===== src/rtl/core/ffsa_pkg.sv =====
// Shared types and constants for the first-fit segment allocator.
`timescale 1ns / 1ps

package ffsa_pkg;

  localparam int unsigned MAX_HOLES_DEF = 64;
  localparam logic [31:0] MEM_SIZE_RESET = 32'hC000_0000;

  localparam int unsigned PADDR_W = 2;
  localparam logic [PADDR_W-1:0] REG_MEMORY_SIZE = 2'd0;

  localparam logic CMD_ALLOCATE = 1'b0;
  localparam logic CMD_RELEASE  = 1'b1;

  typedef enum logic [1:0] {
    ST_OK       = 2'd0,
    ST_NO_SPACE = 2'd1,
    ST_FULL     = 2'd2
  } status_e;

  typedef struct packed {
    logic [31:0] start;
    logic [31:0] size;
  } hole_t;

  // Controller to datapath
  typedef struct packed {
    logic latch_req;
    logic rel_ok;
    logic rel_full;
    logic rd;
    logic cmp_hit;
    logic cmp_miss;
    logic tail_hit;
    logic tail_miss;
    logic out_load;
  } dp_cmd_t;

  // Datapath to controller
  typedef struct packed {
    logic table_full;
    logic mem_empty;
    logic mem_hit;
    logic last_entry;
    logic tail_hit;
    logic out_free;
  } dp_stat_t;

endpackage


===== src/rtl/core/ffsa_datapath.sv =====
// Hole table memory, tail hole, scan index and result registers.
`timescale 1ns / 1ps

module ffsa_datapath #(
  parameter int unsigned MaxHoles = ffsa_pkg::MAX_HOLES_DEF
) (
  input  logic              clk_i,
  input  logic              rst_ni,
  input  ffsa_pkg::dp_cmd_t cmd_i,
  output ffsa_pkg::dp_stat_t stat_o,
  input  logic [31:0]       segment_size_i,
  input  logic [31:0]       release_base_i,
  input  logic              cfg_we_i,
  input  logic [31:0]       cfg_wdata_i,
  output logic [31:0]       memory_size_o,
  input  logic              out_stall_i,
  output logic              out_valid_o,
  output logic [1:0]        status_o,
  output logic [31:0]       segment_base_o
);

  localparam int unsigned AW = $clog2(MaxHoles);
  localparam logic [AW:0] DEPTH = (AW + 1)'(MaxHoles);
  localparam logic [AW-1:0] LAST_ADDR = AW'(MaxHoles - 1);

  // Released holes live in a circular buffer ahead of the tail hole, which
  // always holds the oldest (initial) hole.
  ffsa_pkg::hole_t mem_q [MaxHoles];
  ffsa_pkg::hole_t rdata_q;
  ffsa_pkg::hole_t tail_q;
  ffsa_pkg::hole_t wdata;

  logic [AW-1:0] head_q, mem_count_q, idx_q, addr_q;
  logic [AW-1:0] head_dec, rd_addr, waddr;
  logic [AW:0]   addr_sum, addr_wrap;
  logic          we;

  logic [31:0]   size_q, mem_size_q;
  ffsa_pkg::status_e res_status_q, out_status_q;
  logic [31:0]   res_base_q, out_base_q;
  logic          out_valid_q;

  assign addr_sum  = {1'b0, head_q} + {1'b0, idx_q};
  assign addr_wrap = addr_sum - DEPTH;
  assign rd_addr   = (addr_sum >= DEPTH) ? addr_wrap[AW-1:0] : addr_sum[AW-1:0];
  assign head_dec  = (head_q == '0) ? LAST_ADDR : head_q - 1'b1;

  assign we    = cmd_i.rel_ok | cmd_i.cmp_hit;
  assign waddr = cmd_i.rel_ok ? head_dec : addr_q;
  always_comb begin
    if (cmd_i.rel_ok) begin
      wdata.start = release_base_i;
      wdata.size  = segment_size_i;
    end else begin
      wdata.start = rdata_q.start + size_q;
      wdata.size  = rdata_q.size - size_q;
    end
  end

  always_ff @(posedge clk_i) begin
    if (we) begin
      mem_q[waddr] <= wdata;
    end
    if (cmd_i.rd) begin
      rdata_q <= mem_q[rd_addr];
      addr_q  <= rd_addr;
    end
  end

  assign stat_o.table_full = (mem_count_q == LAST_ADDR);
  assign stat_o.mem_empty  = (mem_count_q == '0);
  assign stat_o.mem_hit    = (rdata_q.size >= size_q);
  assign stat_o.last_entry = (idx_q == mem_count_q - 1'b1);
  assign stat_o.tail_hit   = (tail_q.size >= size_q);
  assign stat_o.out_free   = !out_valid_q || !out_stall_i;

  always_ff @(posedge clk_i or negedge rst_ni) begin
    if (!rst_ni) begin
      mem_size_q  <= ffsa_pkg::MEM_SIZE_RESET;
      tail_q      <= '{start: 32'd0, size: ffsa_pkg::MEM_SIZE_RESET};
      head_q      <= '0;
      mem_count_q <= '0;
      idx_q       <= '0;
      out_valid_q <= 1'b0;
    end else begin
      if (cfg_we_i) begin
        // reinitialize to a single hole of the new size
        mem_size_q  <= cfg_wdata_i;
        tail_q      <= '{start: 32'd0, size: cfg_wdata_i};
        head_q      <= '0;
        mem_count_q <= '0;
      end
      if (cmd_i.rel_ok) begin
        head_q      <= head_dec;
        mem_count_q <= mem_count_q + 1'b1;
      end
      if (cmd_i.tail_hit) begin
        tail_q.start <= tail_q.start + size_q;
        tail_q.size  <= tail_q.size - size_q;
      end
      if (cmd_i.latch_req) begin
        idx_q <= '0;
      end else if (cmd_i.cmp_miss) begin
        idx_q <= idx_q + 1'b1;
      end
      if (cmd_i.out_load) begin
        out_valid_q <= 1'b1;
      end else if (out_valid_q && !out_stall_i) begin
        out_valid_q <= 1'b0;
      end
    end
  end

  always_ff @(posedge clk_i) begin
    if (cmd_i.latch_req) begin
      size_q <= segment_size_i;
    end
    if (cmd_i.rel_ok) begin
      res_status_q <= ffsa_pkg::ST_OK;
      res_base_q   <= 32'd0;
    end else if (cmd_i.rel_full) begin
      res_status_q <= ffsa_pkg::ST_FULL;
      res_base_q   <= 32'd0;
    end else if (cmd_i.cmp_hit) begin
      res_status_q <= ffsa_pkg::ST_OK;
      res_base_q   <= rdata_q.start;
    end else if (cmd_i.tail_hit) begin
      res_status_q <= ffsa_pkg::ST_OK;
      res_base_q   <= tail_q.start;
    end else if (cmd_i.tail_miss) begin
      res_status_q <= ffsa_pkg::ST_NO_SPACE;
      res_base_q   <= 32'd0;
    end
    if (cmd_i.out_load) begin
      out_status_q <= res_status_q;
      out_base_q   <= res_base_q;
    end
  end

  assign memory_size_o  = mem_size_q;
  assign out_valid_o    = out_valid_q;
  assign status_o       = out_status_q;
  assign segment_base_o = out_base_q;

  a_load_no_overwrite: assert property (@(posedge clk_i) disable iff (!rst_ni)
    cmd_i.out_load |-> (!out_valid_q || !out_stall_i))
    else $error("result loaded over a pending result");

  a_full_keeps_count: assert property (@(posedge clk_i) disable iff (!rst_ni)
    (cmd_i.rel_full && !cfg_we_i) |=> $stable(mem_count_q))
    else $error("dropped release changed the hole count");

  a_release_grows: assert property (@(posedge clk_i) disable iff (!rst_ni)
    (cmd_i.rel_ok && !cfg_we_i) |=> (mem_count_q == $past(mem_count_q) + 1'b1))
    else $error("release did not add one hole");

  a_hit_fits: assert property (@(posedge clk_i) disable iff (!rst_ni)
    cmd_i.cmp_hit |-> (rdata_q.size >= size_q))
    else $error("segment taken from a hole that is too small");

endmodule


===== src/rtl/core/ffsa_ctrl.sv =====
// Request sequencer for the hole table scan.
`timescale 1ns / 1ps

module ffsa_ctrl (
  input  logic               clk_i,
  input  logic               rst_ni,
  input  logic               in_valid_i,
  output logic               in_stall_o,
  input  logic               command_i,
  input  ffsa_pkg::dp_stat_t stat_i,
  output ffsa_pkg::dp_cmd_t  cmd_o
);

  typedef enum logic [4:0] {
    S_IDLE = 5'b00001,
    S_READ = 5'b00010,
    S_CMP  = 5'b00100,
    S_TAIL = 5'b01000,
    S_DONE = 5'b10000
  } state_e;

  state_e state_q, state_d;

  always_comb begin
    state_d    = state_q;
    cmd_o      = '0;
    in_stall_o = 1'b1;
    unique case (state_q)
      S_IDLE: begin
        in_stall_o = 1'b0;
        if (in_valid_i) begin
          cmd_o.latch_req = 1'b1;
          if (command_i == ffsa_pkg::CMD_RELEASE) begin
            cmd_o.rel_ok   = !stat_i.table_full;
            cmd_o.rel_full = stat_i.table_full;
            state_d        = S_DONE;
          end else if (stat_i.mem_empty) begin
            state_d = S_TAIL;
          end else begin
            state_d = S_READ;
          end
        end
      end
      S_READ: begin
        cmd_o.rd = 1'b1;
        state_d  = S_CMP;
      end
      S_CMP: begin
        if (stat_i.mem_hit) begin
          cmd_o.cmp_hit = 1'b1;
          state_d       = S_DONE;
        end else begin
          cmd_o.cmp_miss = 1'b1;
          state_d        = stat_i.last_entry ? S_TAIL : S_READ;
        end
      end
      S_TAIL: begin
        cmd_o.tail_hit  = stat_i.tail_hit;
        cmd_o.tail_miss = !stat_i.tail_hit;
        state_d         = S_DONE;
      end
      S_DONE: begin
        // wait for the output register to free up
        if (stat_i.out_free) begin
          cmd_o.out_load = 1'b1;
          state_d        = S_IDLE;
        end
      end
      default: begin
        state_d = S_IDLE;
      end
    endcase
  end

  always_ff @(posedge clk_i or negedge rst_ni) begin
    if (!rst_ni) begin
      state_q <= S_IDLE;
    end else begin
      state_q <= state_d;
    end
  end

endmodule


===== src/rtl/core/first_fit_segment_allocator.sv =====
// Top level of the first-fit segment allocator: config port and wiring.
//
// Usage: requests enter on the input channel (in_valid_i / in_stall_o) with
// command_i (allocate or release), segment_size_i and release_base_i. Every
// request yields exactly one result on the output channel (out_valid_o /
// out_stall_i) carrying status_o and segment_base_o.
// The block handles one request at a time. A release is accepted and then
// loads its result into the output register. An allocate visits the released
// holes in order, newest first, with one registered read of the hole memory
// and one compare per visit; when all released holes miss, the oldest hole is
// tried last. The result shows in the cycle after the output register is
// loaded, and the next request is accepted once the block is back in idle.
// The output register holds a result while the receiver stalls; the next
// request is still accepted and scanned, and waits for the register to free.
// Reset leaves one hole of memory_size bytes at offset 0 (3 GiB by default);
// no clearing pass is needed. Writing memory_size over the APB port (only
// while idle) reinitializes the table the same way.
`timescale 1ns / 1ps

module first_fit_segment_allocator #(
  parameter int unsigned MaxHoles = ffsa_pkg::MAX_HOLES_DEF
) (
  input  logic                         clk_i,
  input  logic                         rst_ni,
  input  logic                         psel,
  input  logic                         penable,
  input  logic                         pwrite,
  input  logic [ffsa_pkg::PADDR_W-1:0] paddr,
  input  logic [31:0]                  pwdata,
  output logic [31:0]                  prdata,
  output logic                         pready,
  input  logic                         in_valid_i,
  output logic                         in_stall_o,
  input  logic                         command_i,
  input  logic [31:0]                  segment_size_i,
  input  logic [31:0]                  release_base_i,
  output logic                         out_valid_o,
  input  logic                         out_stall_i,
  output logic [1:0]                   status_o,
  output logic [31:0]                  segment_base_o
);

  ffsa_pkg::dp_cmd_t  cmd;
  ffsa_pkg::dp_stat_t stat;
  logic               cfg_we;
  logic [31:0]        memory_size;

  assign pready = 1'b1;
  assign cfg_we = psel && penable && pwrite && (paddr == ffsa_pkg::REG_MEMORY_SIZE);
  assign prdata = (paddr == ffsa_pkg::REG_MEMORY_SIZE) ? memory_size : 32'd0;

  ffsa_ctrl u_ctrl (
    .clk_i      (clk_i),
    .rst_ni     (rst_ni),
    .in_valid_i (in_valid_i),
    .in_stall_o (in_stall_o),
    .command_i  (command_i),
    .stat_i     (stat),
    .cmd_o      (cmd)
  );

  ffsa_datapath #(
    .MaxHoles (MaxHoles)
  ) u_datapath (
    .clk_i          (clk_i),
    .rst_ni         (rst_ni),
    .cmd_i          (cmd),
    .stat_o         (stat),
    .segment_size_i (segment_size_i),
    .release_base_i (release_base_i),
    .cfg_we_i       (cfg_we),
    .cfg_wdata_i    (pwdata),
    .memory_size_o  (memory_size),
    .out_stall_i    (out_stall_i),
    .out_valid_o    (out_valid_o),
    .status_o       (status_o),
    .segment_base_o (segment_base_o)
  );

endmodule


===== config.mk =====
export PLATFORM = sky130hd
export DESIGN_NAME = first_fit_segment_allocator
export DESIGN_NICKNAME = d
export VERILOG_FILES = /design/src/rtl/core/ffsa_pkg.sv /design/src/rtl/core/ffsa_datapath.sv /design/src/rtl/core/ffsa_ctrl.sv /design/src/rtl/core/first_fit_segment_allocator.sv
export SDC_FILE = /design/constraint.sdc
export NUM_CORES = 2
export LEC_CHECK = 0
export BUFFER_PORTS_ARGS = -buffer_cell sky130_fd_sc_hd__buf_2
export CELL_PAD_IN_SITES_DETAIL_PLACEMENT = 1
export CELL_PAD_IN_SITES_GLOBAL_PLACEMENT = 2
export CORE_MARGIN = 3
export CORE_UTILIZATION = 51
export DETAILED_ROUTE_END_ITERATION = 10
export GPL_ROUTABILITY_DRIVEN = 1
export PLACE_DENSITY = 0.8
export SKIP_CTS_REPAIR_TIMING = 1
export SLEW_MARGIN = 30
export SYNTH_ARGS = -nofsm -noshare
export SYNTH_HDL_FRONTEND = slang
export SYNTH_HIERARCHICAL = 1
export SYNTH_SLANG_ARGS = --single-unit

===== constraint.sdc =====
create_clock -name clk_i -period 8.6 [get_ports clk_i]
set_input_delay 0.43 -clock clk_i [delete_from_list [all_inputs] [get_ports clk_i]]
set_output_delay 0.43 -clock clk_i [all_outputs]
set_load 0.03 [all_outputs]

==> metrics.txt <==
RSZ-0062 raised after global routing=false; Skew-Pair Late Insertion Delay=~1000 ps; flops & latches, synth=4386; die area=349000 µm²; Seq/Total Area, Yosys=0.750; NumNets Final=a little under 9000; clock share of power=0.251; CTS tree=yes; final hold violations=0; Pre-antenna DRT Iters=6; combinational share of power=0.362; simple-gate area share of the yosys netlist=0.0219; max_slew headroom=0.271; Post-Synthesis Cells=8111; Avg Cell Area, Syn=21.5 µm²; # clock sinks=4386; drt drc=0; H-tree depth=5; CP arrival=6760 ps; vias in the first global route=91200; worst-path fanout max=20; ratio of cells with drive above 1 in the final layout=0.287; mapped cell area=174000 µm²; most common cell after layout, fill and taps aside=edfxtp_1; Slowest Stage Delay on Critical Path=910 ps; most frequent cells in the layout=edfxtp_1, mux4_2, clkbuf_16, a21oi_1, buf_4; FFs w/ async S/R, synth=0.0274; Syn Nets=~8400; I/O Pins=between 150 and 200; Rows=214; core area=between 300000 and 400000 µm²; sw frac=0.347; CP dominant cell by count=a31oi_1; Max VDD drop=roughly 360 µV; Setup WS post-layout=~2500 ps; global route overflow=0; antenna-violating nets left=0; initial core utilization=0.513; Reg power frac=0.387; P_sw=26.0 mW; Setup TNS=0 ps; initial antenna violation count=52; fill count=28300; XOR/XNOR Fraction of Synth Area=0.00572; Crit path required time=9240 ps; adder-cell share of the synthesized area=0.0104; mux cell area share after synthesis=0.171; via count=88400; Overall Global Routing Usage=0.283; clock slew seen by the registers of the worst setup and hold paths=60 ps; Crit Path Class=flip-flop to flip-flop; internal power=between 40 and 50 mW; cell at the root of the clock tree=clkbuf_16; hold slack=84.3 ps; fin crit period=approximately 6100 ps; Initial DRC Count=13400; Finish-stage setup viols=0; Hold Crit Class=input pin to flip-flop; Synth Area in Compound Gates=0.0289; first-pass GRT wire length=702000 µm; clock buffer depth=4; largest area contributor in the netlist=edfxtp_1; sequential cell area=131000 µm²; largest family of logic cells by synthesized area=multiplexers; Cell variety after synth=90; multi-input logic area=42900 µm²; Final Cycle Share=0.712; outcome=completed; cells along the critical path=ha_1 -> fa_1 -> nand2b_1 -> a21oi_1 -> o2111a_1 -> a211o_1 -> a221o_1 -> a31oi_1 -> o41ai_1 -> buf_4 -> and3_2 -> a31oi_1 -> nor2_1 -> nand2_1 -> nor2_4 -> buf_12; Post-synth EDFFs=4232; final slew viol count=0; Setup Slack @ Placement=2350 ps; number of max-cap violations=0; Synth top area share=0.728; DR vias/cell=6.52; clk_skew=57.6 ps; area delta synth->final=13.8%; die width=591 µm; top cells by area, synth=edfxtp_1, mux4_2, dfrtp_1, ha_1, a21oi_1; DP Wirelength=293000 µm; final core utilization=0.584; f_max=163 MHz; Main synth FF type=edfxtp_1; Slew @ Worst Pin=1090 ps; Critical Path Sink Type=flip-flop; total clock buffers created by CTS=438; PortBufs=173; overall routed net length=495000 µm; post-DR wirelength/cell=36.5 µm; PwrDens=378 nW/µm²; die height=591 µm; crit start category=flip-flop; YS warnings=6; largest net degree at the start of global routing=132; Pleak=between 60 and 70 nW; Slowest-stage cell, CP=nor2_4; gp weighted congestion=~0.89
layer usage:
metal | up-vias | share of wire | track usage
li1 | 35200 | - | -
met1 | 47300 | 0.38 | 0.408
met2 | 5183 | 0.46 | 0.434
met3 | 778 | 0.11 | 0.0642
met4 | 14 | 0.038 | 0.0933
met5 | - | 0.00023 | 0
state kept, by name (all words and copies together), names as in the netlist, 6 cells and up:
name,cells
u_datapath/rdata_q,64
u_datapath/size_q,32
u_datapath/tail_q,64
u_datapath/head_q,6
u_datapath/idx_q,6
u_datapath/mem_count_q,6
u_datapath/memory_size_o,32
u_datapath/addr_q,6
u_datapath/res_base_q,32
u_datapath/segment_base_o,32
u_datapath/mem_q,4096
synth_stat cells (all sizes together) (25+ instances only):
cell    count
and2       54
nor3b      39
a21o       82
xnor2      65
a31oi      26
clkbuf    230
ha        137
nand2     201
a211oi    103
nor2      223
nor3       29
edfxtp   4232
dfrtp     115
inv        91
a21oi     269
mux4     1280
o22ai      25
mux2i      80
nand3      47
xor2       49
dfxtp      34
buf       197
nor2b      78
o21ai     147
area by class of cell:
cell class	count	share of cell area
Clock buffer	542	0.0579
Inverter	91	0.00172
Sequential cell	4386	0.658
Timing Repair Buffer	536	0.0244
Multi-Input combinational cell	3207	0.216
Antenna cell	9	0.000113
Clock inverter	261	0.0127
Tap cell	4536	0.0286
power by group through the flow:
stage / Clock, mW / Combinational, mW / Sequential, mW
final: 18.8 / 27.2 / 29.1
after global placement: 0 / 25.9 / 29.5
after CTS: 19.1 / 27.0 / 29.1
after floorplan: 0 / 15.7 / 29.9
after global routing: 20.0 / 28.7 / 29.1
after detailed placement: 0 / 26.9 / 29.5
worst paths after layout:
path	start	endpoint	slack, ps	cells past startpoint
worst max-delay path	u_datapath/size_q[0]$_DFFE_PP_	u_datapath/mem_q[21][53]$_DFFE_PP_	2480	16
min in group asynchronous	rst_ni	u_datapath/memory_size_o[0]$_DFFE_PN0P_	90	2
worst min-delay path	penable	u_datapath/memory_size_o[26]$_DFFE_PN0P_	80	3
max in group asynchronous	rst_ni	u_datapath/memory_size_o[23]$_DFFE_PN0P_	7360	3
worst min register to register	u_datapath/res_base_q[5]$_SDFFE_PP0P_	u_datapath/segment_base_o[5]$_DFFE_PP_	420	0
worst max register to register	u_datapath/size_q[0]$_DFFE_PP_	u_datapath/mem_q[21][53]$_DFFE_PP_	2480	16
per-stage QoR:
step / cell area (µm²) / cells / total power, mW
after floorplan: 174000 / 8111 / 45.6
after global placement: 184000 / 12700 / 55.4
after detailed placement: 184000 / 12700 / 56.4
after CTS: 198000 / 13500 / 75.2
after global routing: 199000 / 13600 / 77.8
final: 199000 / 13600 / 75.1
worst max-delay path: cells and delay by family (launching register included):
family / cells / cell delay, ps
flip-flops: 1 / 480
AND/OR/NAND/NOR: 5 / 2080
adder cells (fa/ha/maj): 2 / 670
AO/OA/AOI/OAI: 7 / 1990
buffers and inverters: 2 / 520
cell families (layout without fill, tap and decap cells):
family                   count (synthesis)  in the layout
AO/OA/AOI/OAI                          797            797
XOR/XNOR                               114            114
adder cells (fa/ha/maj)                142            142
buffers and inverters                  518           1430
flip-flops                            4386           4386
multiplexers                          1379           1379
other                                    1             10
AND/OR/NAND/NOR                        774            774
Note: power is estimated with default switching activity, not from simulation.
